`config.mk`:
```
export PLATFORM = sky130hd
export DESIGN_NAME = sgr_mouse_wheel_decoder
export DESIGN_NICKNAME = d
export VERILOG_FILES = /design/src/rtl/smwd_pkg.sv /design/src/rtl/smwd_parser.sv /design/src/rtl/smwd_counter.sv /design/src/rtl/sgr_mouse_wheel_decoder.sv
export SDC_FILE = /design/constraint.sdc
export NUM_CORES = 1
export LEC_CHECK = 0
export ABC_AREA = 1
export BUFFER_PORTS_ARGS = -buffer_cell sky130_fd_sc_hd__buf_2
export CORE_UTILIZATION = 55
export CTS_BUF_LIST = sky130_fd_sc_hd__clkbuf_8
export DETAILED_ROUTE_END_ITERATION = 7
export MAX_ROUTING_LAYER = met4
export PLACE_DENSITY = 0.77
export SYNTH_ARGS = -nofsm -noshare
export SYNTH_HDL_FRONTEND = slang
export SYNTH_SLANG_ARGS = --single-unit
```
`constraint.sdc`:
```
create_clock -name clk -period 7.1 [get_ports clk]
set_input_delay 0.71 -clock clk [delete_from_list [all_inputs] [get_ports clk]]
set_output_delay 0.71 -clock clk [all_outputs]
set_load 0.01 [all_outputs]
```
`src/rtl/smwd_pkg.sv`:
```
// Shared types and constants for the SGR mouse wheel decoder.
// No dependencies; imported by every module of the block.
package smwd_pkg;

    // Width of the pending wheel count and of the result word
    localparam int COUNT_WIDTH = 16;

    localparam logic [COUNT_WIDTH-1:0] COUNT_MAX = {1'b0, {(COUNT_WIDTH-1){1'b1}}};
    localparam logic [COUNT_WIDTH-1:0] COUNT_MIN = {1'b1, {(COUNT_WIDTH-1){1'b0}}};

    // Bytes that frame a report and bound its digits
    localparam logic [7:0] BYTE_ESC      = 8'h1B;
    localparam logic [7:0] BYTE_BRACKET  = 8'h5B;  // '['
    localparam logic [7:0] BYTE_LT       = 8'h3C;  // '<'
    localparam logic [7:0] BYTE_TERM_UP  = 8'h4D;  // 'M'
    localparam logic [7:0] BYTE_TERM_LO  = 8'h6D;  // 'm'
    localparam logic [7:0] BYTE_ZERO     = 8'h30;  // '0'
    localparam logic [7:0] BYTE_NINE     = 8'h39;  // '9'

    // Button code bits that select a wheel event and its direction
    localparam int WHEEL_BIT = 6;
    localparam int DIR_BIT   = 0;

    // Item kinds carried on tuser
    typedef enum logic {
        OP_BYTE = 1'b0,
        OP_POLL = 1'b1
    } opcode_t;

    // Report parser phases
    typedef enum logic [2:0] {
        PH_IDLE    = 3'd0,
        PH_ESC     = 3'd1,
        PH_BRACKET = 3'd2,
        PH_DIGITS  = 3'd3,
        PH_SKIP    = 3'd4
    } phase_t;

    // Requests from the parser and the poll path to the counter
    typedef struct packed {
        logic inc;    // wheel up notch
        logic dec;    // wheel down notch
        logic poll;   // return the count and clear it
    } count_req_t;

endpackage

```
`src/rtl/smwd_parser.sv`:
```
// Byte-level parser for SGR mouse reports (ESC [ < digits ... M/m).
// Depends on smwd_pkg; emits one wheel up or down request per finished report with a wheel button code.
module smwd_parser
    import smwd_pkg::*;
(
    input  logic       clk,
    input  logic       rst_n,
    input  logic       byte_en,     // a terminal byte is consumed this cycle
    input  logic [7:0] byte_value,
    output logic       notch_up,
    output logic       notch_down
);

    phase_t     phase_reg, phase_next;
    logic [6:0] code_reg, code_next;
    logic       seen_reg, seen_next;

    logic       is_term;
    logic       is_digit;
    logic [3:0] digit;
    logic       finish;

    assign is_term  = (byte_value == BYTE_TERM_UP) || (byte_value == BYTE_TERM_LO);
    assign is_digit = (byte_value >= BYTE_ZERO) && (byte_value <= BYTE_NINE);
    assign digit    = 4'(byte_value - BYTE_ZERO);

    // Advance the parse phase and the button code accumulator
    always_comb
    begin
        phase_next = phase_reg;
        code_next  = code_reg;
        seen_next  = seen_reg;
        finish     = 1'b0;
        if (byte_en)
        begin
            unique case (phase_reg)
                PH_ESC:
                begin
                    if (byte_value == BYTE_BRACKET)
                        phase_next = PH_BRACKET;
                    else
                        phase_next = (byte_value == BYTE_ESC) ? PH_ESC : PH_IDLE;
                end
                PH_BRACKET:
                begin
                    if (byte_value == BYTE_LT)
                    begin
                        phase_next = PH_DIGITS;
                        code_next  = '0;
                        seen_next  = 1'b0;
                    end
                    else
                        phase_next = (byte_value == BYTE_ESC) ? PH_ESC : PH_IDLE;
                end
                PH_DIGITS:
                begin
                    if (is_digit)
                    begin
                        // code * 10 + digit, modulo 128
                        code_next = (code_reg << 3) + (code_reg << 1) + 7'(digit);
                        seen_next = 1'b1;
                    end
                    else if (is_term)
                        finish = 1'b1;
                    else
                        phase_next = PH_SKIP;
                end
                PH_SKIP:
                begin
                    if (is_term)
                        finish = 1'b1;
                end
                default:
                begin
                    phase_next = (byte_value == BYTE_ESC) ? PH_ESC : PH_IDLE;
                end
            endcase
            if (finish)
            begin
                phase_next = PH_IDLE;
                code_next  = '0;
                seen_next  = 1'b0;
            end
        end
    end

    // Flag a wheel notch when a report with digits and a wheel button code ends
    assign notch_up   = finish && seen_reg && code_reg[WHEEL_BIT] && !code_reg[DIR_BIT];
    assign notch_down = finish && seen_reg && code_reg[WHEEL_BIT] && code_reg[DIR_BIT];

    always_ff @(posedge clk or negedge rst_n)
    begin
        if (!rst_n)
        begin
            phase_reg <= PH_IDLE;
            code_reg  <= '0;
            seen_reg  <= 1'b0;
        end
        else
        begin
            phase_reg <= phase_next;
            code_reg  <= code_next;
            seen_reg  <= seen_next;
        end
    end

endmodule

```
`src/rtl/smwd_counter.sv`:
```
// Saturating wheel notch counter with the result word register.
// Depends on smwd_pkg; fed by the parser and the poll path of the top level.
module smwd_counter
    import smwd_pkg::*;
(
    input  logic                   clk,
    input  logic                   rst_n,
    input  count_req_t             req,
    output logic                   out_valid,
    input  logic                   out_ready,
    output logic [COUNT_WIDTH-1:0] out_count
);

    logic [COUNT_WIDTH-1:0] count_reg, count_next;
    logic                   valid_reg, valid_next;
    logic [COUNT_WIDTH-1:0] data_reg, data_next;

    // Step or clear the pending count
    always_comb
    begin
        count_next = count_reg;
        priority if (req.poll)
            count_next = '0;
        else if (req.inc && (count_reg != COUNT_MAX))
            count_next = count_reg + 1'b1;
        else if (req.dec && (count_reg != COUNT_MIN))
            count_next = count_reg - 1'b1;
    end

    // Load the result word on a poll, drop it once taken
    always_comb
    begin
        valid_next = valid_reg && !out_ready;
        data_next  = data_reg;
        if (req.poll)
        begin
            valid_next = 1'b1;
            data_next  = count_reg;
        end
    end

    always_ff @(posedge clk or negedge rst_n)
    begin
        if (!rst_n)
        begin
            count_reg <= '0;
            valid_reg <= 1'b0;
        end
        else
        begin
            count_reg <= count_next;
            valid_reg <= valid_next;
        end
    end

    always_ff @(posedge clk)
    begin
        data_reg <= data_next;
    end

    assign out_valid = valid_reg;
    assign out_count = data_reg;

endmodule

```
`src/rtl/sgr_mouse_wheel_decoder.sv`:
```
// Top level of the SGR mouse wheel decoder: input register, parser, counter.
// Depends on smwd_pkg, smwd_parser and smwd_counter.
//
//  channel | tvalid/tready     | tdata                 | tuser
//  --------+-------------------+-----------------------+----------------------
//  s_*     | input word        | [7:0] byte_value      | [0] opcode (1 = poll)
//  m_*     | result word       | [15:0] notch_count    | -
//
// One word a cycle while nothing stalls: a word is held in the input register and is
// consumed there; a poll shows its count on m_* the cycle after.
// A byte word never waits; a poll waits only while the result register is
// full and m_tready is low, which then holds s_tready low.
// rst_n clears parse state, the count and both valid flags at once.
module sgr_mouse_wheel_decoder
    import smwd_pkg::*;
(
    input  logic                   clk,
    input  logic                   rst_n,
    input  logic                   s_tvalid,
    output logic                   s_tready,
    input  logic [7:0]             s_tdata,   // [7:0] byte_value
    input  logic                   s_tuser,   // [0] opcode
    output logic                   m_tvalid,
    input  logic                   m_tready,
    output logic [COUNT_WIDTH-1:0] m_tdata    // [15:0] notch_count
);

    logic       in_vld_reg;
    opcode_t    in_op_reg;
    logic [7:0] in_byte_reg;

    logic       advance;
    logic       byte_en;
    logic       poll_en;
    logic       notch_up;
    logic       notch_down;
    count_req_t req;

    // Consume the held word; a poll needs room in the result register
    assign advance  = in_vld_reg && ((in_op_reg == OP_BYTE) || !m_tvalid || m_tready);
    assign byte_en  = advance && (in_op_reg == OP_BYTE);
    assign poll_en  = advance && (in_op_reg == OP_POLL);
    assign s_tready = !in_vld_reg || advance;

    // Hold the accepted word
    always_ff @(posedge clk or negedge rst_n)
    begin
        if (!rst_n)
            in_vld_reg <= 1'b0;
        else if (s_tready)
            in_vld_reg <= s_tvalid;
    end

    always_ff @(posedge clk)
    begin
        if (s_tready && s_tvalid)
        begin
            in_op_reg   <= opcode_t'(s_tuser);
            in_byte_reg <= s_tdata;
        end
    end

    smwd_parser u_parser (
        .clk        (clk),
        .rst_n      (rst_n),
        .byte_en    (byte_en),
        .byte_value (in_byte_reg),
        .notch_up   (notch_up),
        .notch_down (notch_down)
    );

    assign req.inc  = notch_up;
    assign req.dec  = notch_down;
    assign req.poll = poll_en;

    smwd_counter u_counter (
        .clk       (clk),
        .rst_n     (rst_n),
        .req       (req),
        .out_valid (m_tvalid),
        .out_ready (m_tready),
        .out_count (m_tdata)
    );

`ifndef NO_ASSERTIONS
    // A consumed poll always shows up as a result word
    a_poll_result: assert property (@(posedge clk) disable iff (!rst_n)
        poll_en |=> m_tvalid)
        else $error("poll consumed without a result word");

    // A pending result is never overwritten by a new poll
    a_no_overwrite: assert property (@(posedge clk) disable iff (!rst_n)
        !(poll_en && m_tvalid && !m_tready))
        else $error("result word overwritten while stalled");

    // An empty input register always takes a word
    a_empty_ready: assert property (@(posedge clk) disable iff (!rst_n)
        !in_vld_reg |-> s_tready)
        else $error("input stalled while empty");

    // A wheel event comes from a byte, never from a poll, and is never up and down at once
    a_notch_src: assert property (@(posedge clk) disable iff (!rst_n)
        (notch_up || notch_down) |-> (byte_en && !(notch_up && notch_down)))
        else $error("wheel event without a byte");
`endif

endmodule
```
==> key figures <==
Critical path
  • RR Endpoint: u_counter.count_reg[9]
  • Reg-to-Reg Start: in_byte_reg[1]
  • Number of cells on the critical path: 12
  • CP cell instances: nor2_1 -> nand4_2 -> inv_1 -> nand4_2 -> ha_1 -> a21oi_1 -> o21ai_0 -> a21oi_1 -> o21ai_0 -> nand2_1 -> nand2_1 -> o21ai_1
  • Worst setup path endpoint: u_counter.count_reg[9]
  • Crit path max-delay family: simple AND/OR/NAND/NOR gates
  • CP max FO: 19
  • CP Data Required Time: between 7 and 8 ns
  • Worst setup startpoint: in_byte_reg[1]
  • CP Launch Type: flop
  • Setup CP Type: reg2reg
  • Critical Path AT: 3.48 ns
  • FF-to-FF setup slack: 3.86 ns
  • CP max stage cell: ha_1
  • CP max stage delay: 0.62 ns
  • Crit. End Element: flop
  • Register-to-Register Path Depth: 12
  • Crit path buf inv count: 1

Timing
  • Worst-Margin Slew: between 0.7 and 0.8 ns
  • Max Slew Vio Count: 0
  • Final cycle utilization of the critical path: 0.456
  • Max_slew headroom: 0.492
  • TNS Setup: 0 ns
  • RSZ-0062 raised after global routing: no
  • Endpoints failing hold: 0
  • Final Skew: approximately 0.0086 ns
  • Minimum clock period: about 3.2 ns
  • Setup Viol. Count Final: 0
  • Maximum clock frequency: 309 MHz

Layout
  • Antenna cells: 0
  • Nets@finish: approximately 440
  • Share of post-route cells with drive strength above 1: 0.131
  • Area delta synth->final: 10.3%
  • Layout fillers: 480

Floorplanning
  • Die width: just under 80 um
  • Area of the core: around 0.0055 mm2
  • # IOs: 31
  • Cell Rows: 27
  • DIE AREA: between 0.006 and 0.007 mm2
  • Starting Density: 0.575
  • Die extent in y: approximately 80 um

Synthesis
  • Main synth FF type: dfrtp_1
  • Mapped cell area: about 0.0032 mm2
  • Mapped Nets: around 410
  • #FFs+latches synth: 54
  • Asr flop ratio synth: 0.537
  • Synth top area share: 0.236
  • Largest area contributor in the netlist: edfxtp_1
  • Most common cell in the netlist: nand2_1
  • Unique masters post-synth: 31
  • Register area share after synthesis: 0.464
  • Synth warn: 0
  • Commonest cells in the netlist: 100 x nand2_1, 39 x nor2_1, 33 x inv_1
  • Top cells by area, synth: edfxtp_1 24%, dfrtp_1 23%, nand2_1 12%
  • Number of flops mapped to enable cells by yosys: 25
  • Mapped Cells: 367
  • Syn Area/Cell: approximately 8.7 um2

Global route
  • GRT Util Overall: 0.238
  • Grt total ovfl: 0
  • First-pass GRT wire length: ~11000 um
  • Number of global-route vias before repair: between 2000 and 2500
  • Largest net degree at the start of global routing: 30
  • Initial antenna violation count: 0

Clock network
  • CTS tree: yes
  • H-tree Lvls: 2
  • Cts repair resizes: 0
  • Setup Fix Bufs, Post-CTS: 0
  • Root buffer cell: clkbuf_8
  • CTS Sinks: 54
  • Clk buf depth: 2
  • Skew-Pair Late Insertion Delay: 0.31 ns
  • Post-CTS Hold Buffers: 0
  • CTS buffer count: 5
  • Clk pin slew, worst setup/hold paths: about 0.10 ns

Route
  • Vias: about 2500
  • Final wirelength: around 6500 um
  • DRC: 0
  • Post-DRT Antenna Nets: 0
  • 1st-iter DRT viols: roughly 170
  • Wire per inst: 13.6 um
  • DRT Pass-1 Iters: 4
  • Vias/cell: ~5.3

Power and ir drop
  • Net Sw Frac: 0.240
  • Internal power: roughly 0.42 mW
  • Pwr per Cell Area: 156 mW/mm2
  • Net Switching: around 0.13 mW
  • Comb pwr share: 0.057
  • Post-layout power: approximately 0.55 mW
  • VDD IR-drop max: 0.142 mV
  • LEAKAGE: approximately 1.7 nW
  • Register share of total power: 0.620
  • Clock power frac: 0.323

Placed design
  • Input/output buffers: 30
  • Dpl hpwl: between 4000 and 5000 um
  • Gpl congestion: between 0.9 and 1

Run
  • Max-cap violations: 0

Hold path
  • Worst min-delay path class: in2async

Status
  • Status: complete, no violations
per-layer routing:
layer  vias up  wire length, um  part of all wire  GRT usage
met5         -                0                 0          -
met4         0               91             0.014     0.0907
met3        10              271             0.042     0.0442
met2        51             2980              0.46      0.354
met1      1155             3120              0.48      0.326
li1       1302                -                 -          -
logic make-up (layout without fill, tap and decap cells):
| kind of cell | Yosys count | count (layout) | share of synthesized area |
|---|---|---|---|
| buffers and inverters | 37 | 75 | 0.0460 |
| AO/OA/AOI/OAI | 61 | 61 | 0.109 |
| adder cells (fa/ha/maj) | 27 | 27 | 0.113 |
| flip-flops | 54 | 54 | 0.464 |
| AND/OR/NAND/NOR | 176 | 176 | 0.235 |
| XOR/XNOR | 12 | 12 | 0.0330 |
worst min path at each step:
stage                      start              endpoint  cells after the start  slack, ns
2_1_floorplan              rst_n            in_vld_reg                      0       0.41
3_3_place_gp   u_parser.seen_reg     u_parser.seen_reg                      2       0.45
3_5_place_dp   u_parser.seen_reg     u_parser.seen_reg                      2       0.46
4_1_cts                    rst_n  u_parser.code_reg[3]                      1       0.44
5_1_grt                    rst_n  u_parser.code_reg[3]                      1       0.47
6_report                   rst_n  u_parser.code_reg[3]                      1       0.42
power by group through the flow:
stage / registers (mW) / clock network [mW] / logic (mW)
2_1_floorplan: 0.348 / 0 / 0.0143
3_3_place_gp: 0.346 / 0 / 0.0305
3_5_place_dp: 0.346 / 0 / 0.0316
4_1_cts: 0.340 / 0.182 / 0.0316
5_1_grt: 0.341 / 0.193 / 0.0356
6_report: 0.339 / 0.177 / 0.0312
cell type report:
class | instances | area [um2] | area share
clock buffer | 5 | 68.8 | 0.0196
tap | 72 | 90.1 | 0.0256
multi-input combinational | 276 | 1560 | 0.444
inverter | 36 | 135 | 0.0385
clock inverter | 3 | 23.8 | 0.00677
timing repair buffer | 31 | 158 | 0.0449
sequential | 54 | 1480 | 0.420
metrics by stage:
stage | std cells | hold WS, ns | setup WS (ns) | instance area (um2) | util
2_1_floorplan | 367 | 0.414 | 4.45 | 3180 | -
3_3_place_gp | 469 | 0.455 | 4.04 | 3420 | 0.617
3_5_place_dp | 469 | 0.458 | 3.94 | 3420 | 0.617
4_1_cts | 477 | 0.444 | 3.89 | 3510 | 0.634
5_1_grt | 477 | 0.469 | 3.58 | 3510 | 0.634
6_report | 477 | 0.423 | 3.86 | 3510 | 0.634
cells in the final DEF (no fill, tap or decap):
master,netlist,final
nor3_1,3,3
o21ai_1,9,9
o31ai_2,1,1
o21a_1,1,1
nand4_2,2,2
and2_1,1,1
o21bai_1,1,1
nor2_4,2,2
clkinvlp_4,0,2
o2111ai_1,1,1
fa_1,3,3
inv_1,33,33
dfrtp_1,29,29
o21ai_4,1,1
nor4_1,1,1
ha_1,24,24
nand2_2,2,2
buf_4,0,1
nor2_1,39,39
o21ai_0,26,26
nand2_1,100,100
xor2_1,3,3
edfxtp_1,25,25
a21oi_4,1,1
inv_6,0,1
clkbuf_8,0,5
nor2_2,1,1
nand4_1,6,6
o31ai_1,1,1
xnor2_1,9,9
nand3_1,18,18
buf_2,0,30
inv_2,3,3
a21oi_1,19,19
or2_2,1,1
(Power assumes the default switching activity.)
